===== src/sv/mbe_pkg.sv =====
// ============================================================================
// mbe_pkg: shared types and constants for the Mandelbrot escape-time block
// Holds field widths, the APB register map, the control word layout and the
// microcode program that sequences one escape-time iteration.
// ============================================================================
`timescale 1ns / 1ps

package mbe_pkg;

    // Payload widths.
    localparam int Z_W    = 64;
    localparam int HALF_W = 32;
    localparam int ACC_W  = 128;
    localparam int IC_W   = 16;

    // Configuration port.
    localparam int APB_AW = 3;
    localparam int APB_DW = 32;
    localparam int MAXIT_W = 16;
    localparam logic [APB_AW-3:0] CFG_MAX_ITER = '0;
    localparam logic [MAXIT_W-1:0] MAXIT_RST = 16'd255;

    // Step counter layout of the microcode program.
    localparam int PC_W = 5;
    localparam logic [PC_W-1:0] PC_CHECK = 5'd0;
    localparam logic [PC_W-1:0] PC_RR    = 5'd1;
    localparam logic [PC_W-1:0] PC_II    = 5'd8;
    localparam logic [PC_W-1:0] PC_RI    = 5'd15;
    localparam logic [PC_W-1:0] PC_UPD   = 5'd22;

    // Which product a step works on; also the destination of the product.
    typedef enum logic [1:0] {
        OP_RR = 2'd0,
        OP_II = 2'd1,
        OP_RI = 2'd2
    } t_osel;

    // Alignment of a partial product within the accumulator.
    typedef enum logic [1:0] {
        ASH_0  = 2'd0,
        ASH_32 = 2'd1,
        ASH_64 = 2'd2
    } t_ash;

    // Sequencing of the step counter.
    typedef enum logic [1:0] {
        BR_NEXT  = 2'd0,
        BR_LIMIT = 2'd1,
        BR_LOOP  = 2'd2
    } t_br;

    // One control word.
    typedef struct packed {
        logic  ld;     // latch operand magnitudes and sign, clear accumulator
        t_osel osel;   // operand pair and destination
        logic  mul;    // register one 32x32 partial product
        logic  a_hi;   // upper half of operand A into the multiplier
        logic  b_hi;   // upper half of operand B into the multiplier
        logic  acc;    // add the registered partial product
        t_ash  ash;    // alignment of that partial product
        logic  st;     // round, sign and store the finished product
        t_br   br;     // step counter control
    } t_uop;

    // Seven steps form one signed 64x64 fixed-point product.
    function automatic t_uop prod_step(input t_osel osel, input logic [2:0] off);
        t_uop u;
        u      = '0;
        u.osel = osel;
        u.br   = BR_NEXT;
        unique case (off)
            3'd0: u.ld = 1'b1;
            3'd1: u.mul = 1'b1;
            3'd2: begin
                u.mul  = 1'b1;
                u.b_hi = 1'b1;
                u.acc  = 1'b1;
                u.ash  = ASH_0;
            end
            3'd3: begin
                u.mul  = 1'b1;
                u.a_hi = 1'b1;
                u.acc  = 1'b1;
                u.ash  = ASH_32;
            end
            3'd4: begin
                u.mul  = 1'b1;
                u.a_hi = 1'b1;
                u.b_hi = 1'b1;
                u.acc  = 1'b1;
                u.ash  = ASH_32;
            end
            3'd5: begin
                u.acc = 1'b1;
                u.ash = ASH_64;
            end
            3'd6: u.st = 1'b1;
            default: ;
        endcase
        return u;
    endfunction

    // Program: limit check, three products, then the z update and escape test.
    function automatic t_uop uop_rom(input logic [PC_W-1:0] pc);
        t_uop u;
        u    = '0;
        u.br = BR_NEXT;
        priority if (pc == PC_CHECK) begin
            u.br = BR_LIMIT;
        end else if (pc < PC_II) begin
            u = prod_step(OP_RR, 3'(pc - PC_RR));
        end else if (pc < PC_RI) begin
            u = prod_step(OP_II, 3'(pc - PC_II));
        end else if (pc < PC_UPD) begin
            u = prod_step(OP_RI, 3'(pc - PC_RI));
        end else if (pc == PC_UPD) begin
            u.br = BR_LOOP;
        end else begin
            u.br = BR_NEXT;
        end
        return u;
    endfunction

endpackage


===== src/sv/mbe_in_if.sv =====
// ============================================================================
// mbe_in_if: request channel carrying one point c
// Valid/ready handshake with the real and imaginary parts of the point.
// ============================================================================
`timescale 1ns / 1ps

interface mbe_in_if;
    logic                             valid;
    logic                             ready;
    logic signed [mbe_pkg::Z_W-1:0]   c_real;
    logic signed [mbe_pkg::Z_W-1:0]   c_imag;

    modport source (output valid, output c_real, output c_imag, input ready);
    modport sink   (input valid, input c_real, input c_imag, output ready);
endinterface


===== src/sv/mbe_out_if.sv =====
// ============================================================================
// mbe_out_if: result channel carrying the escape count
// Valid/ready handshake with the iteration count and the escaped flag.
// ============================================================================
`timescale 1ns / 1ps

interface mbe_out_if;
    logic                      valid;
    logic                      ready;
    logic [mbe_pkg::IC_W-1:0]  iteration_count;
    logic                      escaped;

    modport source (output valid, output iteration_count, output escaped, input ready);
    modport sink   (input valid, input iteration_count, input escaped, output ready);
endinterface


===== src/sv/mandelbrot_escape_iteration.sv =====
// ============================================================================
// mandelbrot_escape_iteration: escape-time iteration for one point c
// Each completed pass is a limit check, three products of seven steps on
//   one shared 32x32 multiplier and a z update; the final limit check or the
//   escape test ends the run, and the result goes to the output register.
// Throughput: one request at a time; a new request is taken once the
//   result has moved to the output register. Reset is synchronous and
//   active low; max_iterations returns to 255 and the sequencer goes idle.
// ============================================================================
`timescale 1ns / 1ps

module mandelbrot_escape_iteration #(
    parameter int FRAC_BITS  = 56,
    parameter int COUNT_BITS = 16
) (
    input  logic                          i_clk,
    input  logic                          i_rst_n,
    mbe_in_if.sink                        i_pt,
    mbe_out_if.source                     o_res,
    input  logic                          psel,
    input  logic                          penable,
    input  logic                          pwrite,
    input  logic [mbe_pkg::APB_AW-1:0]    paddr,
    input  logic [mbe_pkg::APB_DW-1:0]    pwdata,
    output logic [mbe_pkg::APB_DW-1:0]    prdata,
    output logic                          pready
);

    // The escape threshold: an integer part above four means m >= 5.0.
    localparam logic [mbe_pkg::Z_W-1:0] LimFive = 64'd5 << FRAC_BITS;
    localparam int IcW = mbe_pkg::IC_W;

    // Top-level control. The sequencer runs only in the RUN state; DONE holds
    // the finished count until the output register can take it.
    typedef enum logic [2:0] {
        S_IDLE = 3'b001,
        S_RUN  = 3'b010,
        S_DONE = 3'b100
    } t_state;

    t_state                          r_state, n_state;
    logic [mbe_pkg::PC_W-1:0]        r_pc, n_pc;
    logic [COUNT_BITS-1:0]           r_cnt, n_cnt;
    logic [COUNT_BITS-1:0]           r_limit;
    logic                            r_res_esc, n_res_esc;
    logic                            r_o_valid, n_o_valid;
    logic [IcW-1:0]                  r_o_cnt;
    logic                            r_o_esc;
    logic [mbe_pkg::MAXIT_W-1:0]     r_max;

    // Datapath registers.
    logic [mbe_pkg::Z_W-1:0]         r_zr, r_zi, r_cr, r_ci;
    logic [mbe_pkg::Z_W-1:0]         r_rr, r_ii, r_ri;
    logic [mbe_pkg::Z_W-1:0]         r_ma, r_mb;
    logic                            r_neg;
    logic [mbe_pkg::Z_W-1:0]         r_pp;
    logic [mbe_pkg::ACC_W-1:0]       r_acc;

    mbe_pkg::t_uop                   w_uop;
    logic [mbe_pkg::Z_W-1:0]         w_opa, w_opb;
    logic [mbe_pkg::HALF_W-1:0]      w_mul_a, w_mul_b;
    logic [mbe_pkg::Z_W-1:0]         w_pp;
    logic [mbe_pkg::ACC_W-1:0]       w_acc_add;
    logic [mbe_pkg::ACC_W-1:0]       w_sgn;
    logic [mbe_pkg::Z_W-1:0]         w_prod;
    logic [mbe_pkg::Z_W-1:0]         w_zr_n, w_zi_n, w_mag;
    logic                            w_esc;
    logic                            w_at_limit;
    logic                            w_slot_free;
    logic                            w_accept;
    logic                            w_cfg_wr;

    // ------------------------------------------------------------------
    // Configuration port. The only register is max_iterations at index 0;
    // writes to any other index are dropped and read back as zero.
    // ------------------------------------------------------------------
    assign pready   = 1'b1;
    assign w_cfg_wr = psel && penable && pwrite
                   && (paddr[mbe_pkg::APB_AW-1:2] == mbe_pkg::CFG_MAX_ITER);

    always_ff @(posedge i_clk) begin
        if (!i_rst_n) begin
            r_max <= mbe_pkg::MAXIT_RST;
        end else if (w_cfg_wr) begin
            r_max <= pwdata[mbe_pkg::MAXIT_W-1:0];
        end
    end

    always_comb begin
        prdata = '0;
        if (paddr[mbe_pkg::APB_AW-1:2] == mbe_pkg::CFG_MAX_ITER) begin
            prdata[mbe_pkg::MAXIT_W-1:0] = r_max;
        end
    end

    // ------------------------------------------------------------------
    // Microcode fetch. The control word is decoded straight from the
    // step counter; the program lives in the package.
    // ------------------------------------------------------------------
    assign w_uop = mbe_pkg::uop_rom(r_pc);

    // Operand pair for the current product.
    always_comb begin
        unique case (w_uop.osel)
            mbe_pkg::OP_RR: begin
                w_opa = r_zr;
                w_opb = r_zr;
            end
            mbe_pkg::OP_II: begin
                w_opa = r_zi;
                w_opb = r_zi;
            end
            mbe_pkg::OP_RI: begin
                w_opa = r_zr;
                w_opb = r_zi;
            end
            default: begin
                w_opa = r_zr;
                w_opb = r_zr;
            end
        endcase
    end

    // The product is formed on magnitudes, one 32x32 partial product per
    // step, and the sign is applied to the full 128-bit result at the end.
    assign w_mul_a = w_uop.a_hi ? r_ma[mbe_pkg::Z_W-1:mbe_pkg::HALF_W]
                                : r_ma[mbe_pkg::HALF_W-1:0];
    assign w_mul_b = w_uop.b_hi ? r_mb[mbe_pkg::Z_W-1:mbe_pkg::HALF_W]
                                : r_mb[mbe_pkg::HALF_W-1:0];
    assign w_pp    = 64'(w_mul_a) * 64'(w_mul_b);

    always_comb begin
        unique case (w_uop.ash)
            mbe_pkg::ASH_0:  w_acc_add = {64'd0, r_pp};
            mbe_pkg::ASH_32: w_acc_add = {32'd0, r_pp, 32'd0};
            mbe_pkg::ASH_64: w_acc_add = {r_pp, 64'd0};
            default:         w_acc_add = '0;
        endcase
    end

    // Negating the exact product before dropping fraction bits gives the
    // floor of a negative result, as a plain arithmetic shift would.
    assign w_sgn  = r_neg ? (~r_acc + 128'd1) : r_acc;
    assign w_prod = w_sgn[FRAC_BITS+mbe_pkg::Z_W-1:FRAC_BITS];

    // Iteration update and escape test, both from the old z's products.
    assign w_zr_n = r_rr - r_ii + r_cr;
    assign w_zi_n = r_ri + r_ri + r_ci;
    assign w_mag  = r_rr + r_ii;
    assign w_esc  = $signed(w_mag) >= $signed(LimFive);

    assign w_at_limit  = (r_cnt >= r_limit);
    assign w_slot_free = !r_o_valid || o_res.ready;
    assign w_accept    = i_pt.valid && i_pt.ready;

    // ------------------------------------------------------------------
    // Sequencer and top-level control.
    // ------------------------------------------------------------------
    always_comb begin
        n_state   = r_state;
        n_pc      = r_pc;
        n_cnt     = r_cnt;
        n_res_esc = r_res_esc;
        unique case (r_state)
            S_IDLE: begin
                if (i_pt.valid) begin
                    n_state = S_RUN;
                    n_pc    = mbe_pkg::PC_CHECK;
                    n_cnt   = '0;
                end
            end
            S_RUN: begin
                unique case (w_uop.br)
                    mbe_pkg::BR_LIMIT: begin
                        if (w_at_limit) begin
                            n_state   = S_DONE;
                            n_res_esc = 1'b0;
                        end else begin
                            n_pc = r_pc + 1'b1;
                        end
                    end
                    mbe_pkg::BR_LOOP: begin
                        if (w_esc) begin
                            n_state   = S_DONE;
                            n_res_esc = 1'b1;
                        end else begin
                            n_pc  = mbe_pkg::PC_CHECK;
                            n_cnt = r_cnt + 1'b1;
                        end
                    end
                    mbe_pkg::BR_NEXT: n_pc = r_pc + 1'b1;
                    default:          n_pc = r_pc + 1'b1;
                endcase
            end
            S_DONE: begin
                if (w_slot_free) begin
                    n_state = S_IDLE;
                end
            end
            default: n_state = S_IDLE;
        endcase
    end

    // The output register stays loaded until the consumer takes it.
    always_comb begin
        n_o_valid = r_o_valid;
        if (r_state == S_DONE && w_slot_free) begin
            n_o_valid = 1'b1;
        end else if (o_res.ready) begin
            n_o_valid = 1'b0;
        end
    end

    always_ff @(posedge i_clk) begin
        if (!i_rst_n) begin
            r_state   <= S_IDLE;
            r_pc      <= mbe_pkg::PC_CHECK;
            r_cnt     <= '0;
            r_res_esc <= 1'b0;
            r_o_valid <= 1'b0;
        end else begin
            r_state   <= n_state;
            r_pc      <= n_pc;
            r_cnt     <= n_cnt;
            r_res_esc <= n_res_esc;
            r_o_valid <= n_o_valid;
        end
    end

    // Datapath; payload registers carry no reset.
    always_ff @(posedge i_clk) begin
        if (r_state == S_IDLE && i_pt.valid) begin
            r_cr    <= i_pt.c_real;
            r_ci    <= i_pt.c_imag;
            r_zr    <= '0;
            r_zi    <= '0;
            r_limit <= COUNT_BITS'(r_max);
        end
        if (r_state == S_RUN) begin
            if (w_uop.ld) begin
                r_ma  <= w_opa[mbe_pkg::Z_W-1] ? (~w_opa + 64'd1) : w_opa;
                r_mb  <= w_opb[mbe_pkg::Z_W-1] ? (~w_opb + 64'd1) : w_opb;
                r_neg <= w_opa[mbe_pkg::Z_W-1] ^ w_opb[mbe_pkg::Z_W-1];
                r_acc <= '0;
            end
            if (w_uop.mul) begin
                r_pp <= w_pp;
            end
            if (w_uop.acc) begin
                r_acc <= r_acc + w_acc_add;
            end
            if (w_uop.st) begin
                unique case (w_uop.osel)
                    mbe_pkg::OP_RR: r_rr <= w_prod;
                    mbe_pkg::OP_II: r_ii <= w_prod;
                    mbe_pkg::OP_RI: r_ri <= w_prod;
                    default:        r_rr <= w_prod;
                endcase
            end
            if (w_uop.br == mbe_pkg::BR_LOOP) begin
                r_zr <= w_zr_n;
                r_zi <= w_zi_n;
            end
        end
        if (r_state == S_DONE && w_slot_free) begin
            r_o_cnt <= IcW'(r_cnt);
            r_o_esc <= r_res_esc;
        end
    end

    assign i_pt.ready            = (r_state == S_IDLE);
    assign o_res.valid           = r_o_valid;
    assign o_res.iteration_count = r_o_cnt;
    assign o_res.escaped         = r_o_esc;

    // ------------------------------------------------------------------
    // Assertions.
    // ------------------------------------------------------------------
    a_pc_range: assert property (@(posedge i_clk) disable iff (!i_rst_n)
        (r_state == S_RUN) |-> (r_pc <= mbe_pkg::PC_UPD))
        else $error("step counter ran past the end of the program");

    a_accept_start: assert property (@(posedge i_clk) disable iff (!i_rst_n)
        w_accept |=> (r_state == S_RUN) && (r_pc == mbe_pkg::PC_CHECK) && (r_cnt == '0))
        else $error("accepted request did not start the program at the limit check");

    a_esc_below_limit: assert property (@(posedge i_clk) disable iff (!i_rst_n)
        (r_state == S_DONE && r_res_esc) |-> (r_cnt < r_limit))
        else $error("escape reported with count at or above the limit");

    a_limit_exact: assert property (@(posedge i_clk) disable iff (!i_rst_n)
        (r_state == S_DONE && !r_res_esc) |-> (r_cnt == r_limit))
        else $error("limit stop reported with count different from the limit");

endmodule


===== src/flat_wrapper.sv =====
// flat-port wrapper written by rule: the top's interface ports become plain ports
module mandelbrot_escape_iteration_flat 
#(
    parameter int FRAC_BITS  = 56,
    parameter int COUNT_BITS = 16
)
  (i_clk, i_rst_n, psel, penable, pwrite, paddr, pwdata, prdata, pready, i_pt_valid, i_pt_c_real, i_pt_c_imag, i_pt_ready, o_res_valid, o_res_iteration_count, o_res_escaped, o_res_ready);
  mbe_in_if i_pt_i ();
  mbe_out_if o_res_i ();
  input  logic i_clk;
  input  logic i_rst_n;
  input  logic psel;
  input  logic penable;
  input  logic pwrite;
  input  logic [mbe_pkg::APB_AW-1:0] paddr;
  input  logic [mbe_pkg::APB_DW-1:0] pwdata;
  output logic [mbe_pkg::APB_DW-1:0] prdata;
  output logic pready;
  input wire logic [$bits(i_pt_i.valid)-1:0] i_pt_valid;
  input wire logic [$bits(i_pt_i.c_real)-1:0] i_pt_c_real;
  input wire logic [$bits(i_pt_i.c_imag)-1:0] i_pt_c_imag;
  output wire logic [$bits(i_pt_i.ready)-1:0] i_pt_ready;
  output wire logic [$bits(o_res_i.valid)-1:0] o_res_valid;
  output wire logic [$bits(o_res_i.iteration_count)-1:0] o_res_iteration_count;
  output wire logic [$bits(o_res_i.escaped)-1:0] o_res_escaped;
  input wire logic [$bits(o_res_i.ready)-1:0] o_res_ready;
  assign i_pt_i.valid = i_pt_valid;
  assign i_pt_i.c_real = i_pt_c_real;
  assign i_pt_i.c_imag = i_pt_c_imag;
  assign i_pt_ready = i_pt_i.ready;
  assign o_res_valid = o_res_i.valid;
  assign o_res_iteration_count = o_res_i.iteration_count;
  assign o_res_escaped = o_res_i.escaped;
  assign o_res_i.ready = o_res_ready;
  mandelbrot_escape_iteration #(.FRAC_BITS(FRAC_BITS), .COUNT_BITS(COUNT_BITS)) u_core (.i_clk(i_clk), .i_rst_n(i_rst_n), .i_pt(i_pt_i), .o_res(o_res_i), .psel(psel), .penable(penable), .pwrite(pwrite), .paddr(paddr), .pwdata(pwdata), .prdata(prdata), .pready(pready));
endmodule

===== config.mk =====
export PLATFORM = sky130hd
export DESIGN_NAME = mandelbrot_escape_iteration_flat
export DESIGN_NICKNAME = d
export VERILOG_FILES = /design/src/sv/mbe_pkg.sv /design/src/sv/mbe_in_if.sv /design/src/sv/mbe_out_if.sv /design/src/sv/mandelbrot_escape_iteration.sv /design/src/flat_wrapper.sv
export SDC_FILE = /design/constraint.sdc
export NUM_CORES = 2
export LEC_CHECK = 0
export ABC_AREA = 1
export BUFFER_PORTS_ARGS = -buffer_cell sky130_fd_sc_hd__buf_2
export CAP_MARGIN = 20
export CORE_AREA = 2 2 485 487
export DETAILED_ROUTE_END_ITERATION = 8
export DIE_AREA = 0 0 487 489
export PLACE_DENSITY = 0.67
export SYNTH_ARGS = -nofsm -noshare
export SYNTH_HDL_FRONTEND = slang
export SYNTH_SLANG_ARGS = --single-unit

===== constraint.sdc =====
create_clock -name i_clk -period 14.83 [get_ports i_clk]
set_input_delay 2.2245 -clock i_clk [delete_from_list [all_inputs] [get_ports i_clk]]
set_output_delay 2.2245 -clock i_clk [all_outputs]
set_load 0.01 [all_outputs]

# ---- Word-level counts from Yosys, hierarchy flattened
# Cells that the tools add are included.
dict set report totals {
  elab_cells 186
  register_bits 844
}
dict set report op_classes {
  eq_ne 39
  muxes 62
  bitwise_logic 6
  add_sub_neg 14
  reduce_logical 36
  multipliers 1
  order_cmp 5
}
# operator n
set op_table {}
lappend op_table {{$mux W64} 8}
lappend op_table {{$pmux W128 S3} 1}
lappend op_table {{$add A64 B64 Y64} 4}
lappend op_table {{$mux W128} 2}
lappend op_table {{$add A128 B128 Y128} 1}
lappend op_table {{$add A64 B1 Y64 const B} 2}
lappend op_table {{$not A64 Y64} 2}
lappend op_table {{$mux W63} 2}
lappend op_table {{$add A120 B1 Y120 const B} 1}
lappend op_table {{$mux W120} 1}
lappend op_table {{$not A120 Y120} 1}
lappend op_table {{$ge A64 B60 Y1 const B} 1}
lappend op_table {{$mul A32 B32 Y64} 1}
lappend op_table {{$mux W16} 4}
lappend op_table {{$mux W32} 2}
lappend op_table {{$sub A64 B64 Y64} 1}
lappend op_table {{$pmux W3 S3} 4}
lappend op_table {{$pmux W16 S2} 1}
lappend op_table {{$eq A3 B3 Y1 const B} 10}
lappend op_table {{$mux W12} 2}
lappend op_table {{$eq A3 B2 Y1 const B} 7}
lappend op_table {{$mux W10} 2}
lappend op_table {{$pmux W5 S2} 2}
lappend op_table {{$mux W1} 19}
lappend op_table {{other kinds (35)} 82}

# ---- Logic depth before layout (Yosys ltp)
dict set report depth {
  depth_word 14
  depth_mapped 46
  mapped_depth_nobuf 44
}

# ---- Worst setup path after synthesis
# OpenSTA, ideal clock, no wires.
dict set report synth_path {
  kind {flip-flop to flip-flop}
  start {reg u_core.r_pc[1] in the netlist's numbering}
  end {reg u_core.r_pp[0] in the netlist's numbering (enable)}
  t_arrival_ps 11028
  n_path_buf 0
  stages_incl_launch_ff 8
  slack_ps 2973
  required_ps 14001
  path_cell_list {dfxtp_1 -> inv_1 -> ha_1 -> inv_1 -> nor2_1 -> inv_1 -> nor2_1 -> a2111oi_0}
}
dict set report synth_via {
  elab_chain_cells 9
  elab_cells_between_ends 30
  cone_classes {add/sub (3); order compare (3); eq/ne (12); mux (7); reduce/logical (5)}
}
# item line
set synth_rtl {}
lappend synth_rtl {{start: declaration} mandelbrot_escape_iteration.sv:42} ;# logic [mbe_pkg::PC_W-1:0] r_pc, n_pc;
lappend synth_rtl {{start signal: assignment} mandelbrot_escape_iteration.sv:217} ;# r_pc <= mbe_pkg::PC_CHECK;
lappend synth_rtl {{start signal: assignment} mandelbrot_escape_iteration.sv:223} ;# r_pc <= n_pc;
lappend synth_rtl {{$sub A3 B3 Y3} mbe_pkg.sv:115} ;# u = prod_step(OP_RI, 3'(pc - PC_RI));
lappend synth_rtl {{$eq A3 B1 Y1, or another cell as far along} mbe_pkg.sv:71} ;# unique case (off)
lappend synth_rtl {{$reduce_or A4 Y1 (no line)} n/a}
lappend synth_rtl {{$mux W1} mbe_pkg.sv:71}
lappend synth_rtl {{$mux W10} mbe_pkg.sv:114} ;# end else if (pc < PC_UPD) begin
lappend synth_rtl {{$mux W12} mbe_pkg.sv:112} ;# end else if (pc < PC_RI) begin
lappend synth_rtl {{$mux W12} mbe_pkg.sv:110} ;# end else if (pc < PC_II) begin
lappend synth_rtl {{$mux W10 *} mbe_pkg.sv:108} ;# priority if (pc == PC_CHECK) begin
lappend synth_rtl {{$reduce_and A2 Y1 (no line) *} n/a}
lappend synth_rtl {{end signal: assignment} mandelbrot_escape_iteration.sv:247} ;# r_pp <= w_pp;
lappend synth_rtl {{end: declaration} mandelbrot_escape_iteration.sv:56} ;# logic [mbe_pkg::Z_W-1:0] r_pp;
# Mark *: on every way between the ends. The rest lies on a longest branch, timed or not.
# A chain may end at the register's enable or synchronous reset.

# ---- Worst setup path in the final report
dict set report layout_path {
  start {reg u_core.r_pc[1] in the netlist's numbering}
  end {reg u_core.r_pp[48] in the netlist's numbering, data pin}
}
dict set report layout_via {
  elab_chain_cells 10
  elab_cells_between_ends 35
  cone_classes {add/sub (3); mul (1); order compare (3); eq/ne (9); mux (12); reduce/logical (7)}
}
# item line
set layout_rtl {}
lappend layout_rtl {{$sub A3 B3 Y3} mbe_pkg.sv:115}
lappend layout_rtl {{$eq A3 B2 Y1 or $eq A3 B3 Y1 (tied branches)} mbe_pkg.sv:71}
lappend layout_rtl {{$reduce_or A2 Y1 (no line)} n/a}
lappend layout_rtl {{$mux W1} mbe_pkg.sv:71}
lappend layout_rtl {{$mux W10} mbe_pkg.sv:114}
lappend layout_rtl {{$mux W12} mbe_pkg.sv:112}
lappend layout_rtl {{$mux W12} mbe_pkg.sv:110}
lappend layout_rtl {{$mux W10 *} mbe_pkg.sv:108}
lappend layout_rtl {{$mux W32, on equally long branches} {mandelbrot_escape_iteration.sv:126, mandelbrot_escape_iteration.sv:128}}
lappend layout_rtl {{$mul A32 B32 Y64 *} mandelbrot_escape_iteration.sv:130} ;# assign w_pp = 64'(w_mul_a) * 64'(w_mul_b);
lappend layout_rtl {{named net u_core.w_pp, one bit} mandelbrot_escape_iteration.sv:62} ;# logic [mbe_pkg::Z_W-1:0] w_pp;
# The timed path passes the listed nets; every way through them passes the cells marked *.

==> flow_summary.yaml <==
yosys:
  yosysMostFrequentCell: "inv_1"
  synth-seq-area-share_pct: 25.2
  syn-cell-area_um2: 92800
  synth_largest_area_cell: "edfxtp_1"
  netlist_top_cells_count: "2410 x inv_1, 1881 x nand2_1, 1728 x nor2_1"
  ys_ff_latch: 835
  ys.flop_type: "edfxtp_1"
  synth_edf_count: 665
  yosys-top-cells-area: "edfxtp_1 22%, fa_1 21%, inv_1 9.7%, ha_1 9.0%, nand2_1 7.6%"
  synth_cell_types: 73
  synth_warnings: 0
  synthDominantCellAreaShare_pct: 21.5
  syn_inst: 11800
  synthArstFlopShare_pct: 0
  avgSynthCellArea_um2: 7.87
routing:
  dr.pass1.iters: 6
  drc: 0
  wl_met3_um: 33300
  met2_length_um: 147000
  drtIter0Drc: 8908
  m1WireLength_um: 142000
  drt-total-wl_um: 339000
  vias: 80800
  wire_per_inst_um: 22.6
  ant_nets: 0
  via_per_inst: 5.38
  topRoutingLayerUsed: "met5"
die:
  coreArea_um2: 234000
  initial_core_util_pct: 39.7
  rows: 178
  die_x_um: 487
  io_pins: 222
  fp.dieH_um: 489
  die_area_um2: 238000
clocking:
  clock-sinks: 835
  htreeDepth: 3
  postCtsResizedCells: 0
  clkTransAtPathRegs_ns: 0.07
  cts_buffers: 91
  worst_skew_pair.late_latency_ns: 0.78
  ctsLongestPathBuffers: 3
  cts_setup_buffers: 0
  postCtsHoldBufs: 0
  cts-root-buf: "clkbuf_16"
  cts_tree: "yes"
setup_path:
  cp_top_family: "adder cells"
  arrival_ns: 11.77
  path_buf_inv: 12
  end_kind: "register"
  crit_path_frequent_cell: "inv_1"
  reg2reg_slack_ns: 3.60
  crit_cells: 38
  cp_slowest_cell: "clkinv_1"
  crit_fanout: 49
  rr_worst_depth: 38
  cp-start-kind: "register"
  worstSetupPathType: "register to register"
  worst_path_largest_cell_delay_ns: 0.84
  crit_required_ns: 15.38
timing:
  min_period_ns: 11.23
  fin_crit_sh_pct: 75.7
  setup_viol: 0
  slew_headroom_pct: 11.0
  worst_pin_slew_ns: 1.32
  fin_skew_ns: 0.0650
  final.setup.tns_ns: 0
  hold_viol: 0
  drv_slew: 0
  fmax_ghz: 0.0891
  grt_setup_unrepaired: "false"
final_layout:
  multi_input_area_um2: 58900
  drive_above_1_share_pct: 5.27
  areaGrowthSynthToFinish_pct: 8.04
  register_area_um2: 23400
  nFillCells: 23700
  nNetsFinal: 13700
  stdcell_count: 15000
global_route:
  grt_pass1_vias: 77400
  antenna_found_initial: 12
  grt_max_degree: 105
  grt_pass1_wl_um: 499000
  grt_overflow: 0
  grtUsageTotal_pct: 28.1
pwr:
  seqPwrFrac_pct: 45.7
  power_switching_w: 0.00153
  vdd_drop_max_uv: 112
  switching_share_pct: 27.2
  pwr-share-clk_pct: 44.0
  p_per_area_nw_per_um2: 56.2
  p_int_w: 0.00410
  pwr-share-comb_pct: 10.3
  leakage_nw: 47.4
min_path:
  hold_class: "register to register"
  hold_path_depth: 0
placement:
  routabilityCongestion: 1.05
  dp_hpwl_um: 277000
  place_inst: 14800
  portBuffers: 186
outcome:
  status: "finished, final reports clean"
run:
  max_cap_violations: 0
## layout make-up
cell class / count / area share [%]
multi-input combinational: 8201 / 58.8
sequential: 835 / 23.3
inverter: 2454 / 9.20
tap: 3060 / 3.82
clock buffer: 118 / 2.57
timing repair buffer: 290 / 1.71
clock inverter: 52 / 0.584
antenna: 1 / 0.00250
## metrics by stage
stage	hold slack (ns)	total power, W	util (%)	setup slack, ns	area (µm²)
2_1_floorplan	0.408	0.00297	-	2.97	92800
3_3_place_gp	0.411	0.00319	41.5	3.68	97100
3_5_place_dp	0.415	0.00319	41.6	3.68	97100
4_1_cts	0.432	0.00565	42.9	3.62	100000
5_1_grt	0.442	0.00580	42.9	2.88	100000
6_report	0.431	0.00564	42.9	3.60	100000
## cell usage in the layout, fill, tap and decap left out, drive strengths merged, types with 38 or more instances in the layout
cell type,synthesis,layout
dfxtp,170,170
nor3,129,129
inv,2446,2459
xor2,173,173
a31oi,78,78
buf,135,289
nand4,57,57
o21ai,725,725
clkbuf,179,119
o21bai,38,38
edfxtp,665,665
fa,962,962
o31ai,59,59
nand3,314,314
xnor2,149,149
o21a,71,71
nor4,67,67
o22ai,64,64
ha,664,664
a21oi,803,803
nor2,1745,1745
nand2,1888,1888
## state kept, by name (all words and copies together) (netlist names), 63 cells and up
name,cells
u_core.r_ma,64
u_core.r_mb,64
u_core.r_cr,64
u_core.r_zr,64
u_core.r_pp,64
u_core.r_zi,64
u_core.r_ri,63
u_core.r_acc,120
u_core.r_ci,64
u_core.r_ii,64
u_core.r_rr,64
## final timing paths
kind                                 endpoint                         start
setup / recovery    u_core.r_pp[48]$_DFFE_PP_   u_core.r_pc[1]$_SDFFE_PN0P_
hold reg to reg   u_core.r_limit[2]$_DFFE_PP_  u_core.r_max[2]$_SDFFE_PN1P_
setup reg to reg    u_core.r_pp[48]$_DFFE_PP_   u_core.r_pc[1]$_SDFFE_PN0P_
hold / removal    u_core.r_limit[2]$_DFFE_PP_  u_core.r_max[2]$_SDFFE_PN1P_
## cells by family after synthesis
group	count (synthesis)	synth area share, %
compound gates	1972	11.9
xor+xnor	322	3.04
fa+ha+maj	1626	29.7
buf+inv	2768	11.5
flops	835	25.2
other cells	2	0.00809
simple gates	4264	18.6
## routing by layer
layer / vias up / track usage (%)
met4: 12 / 12.0
li1: 37300 / -
met1: 39100 / 38.7
met3: 658 / 5.41
met2: 3692 / 43.2
met5: - / 0
## power groups by stage
stage	registers, W	clock network (W)	logic, W
after floorplan	0.00261	0	0.000355
after global placement	0.00262	0	0.000562
after detailed placement	0.00262	0	0.000561
after CTS	0.00257	0.00250	0.000566
after global routing	0.00257	0.00259	0.000630
final	0.00257	0.00248	0.000581
## worst register-to-register path, delay by kind of cell (launching register included)
family | cells | cell delay (ns)
adders and majority gates | 10 | 4.58
buffers and inverters | 12 | 2.51
and+or+nand+nor | 11 | 2.28
AOI/OAI and AO/OA | 4 | 1.09
DFF | 1 | 0.38
xor gates and xnor gates | 1 | 0.20
Note: power is estimated with default switching activity, not from simulation.
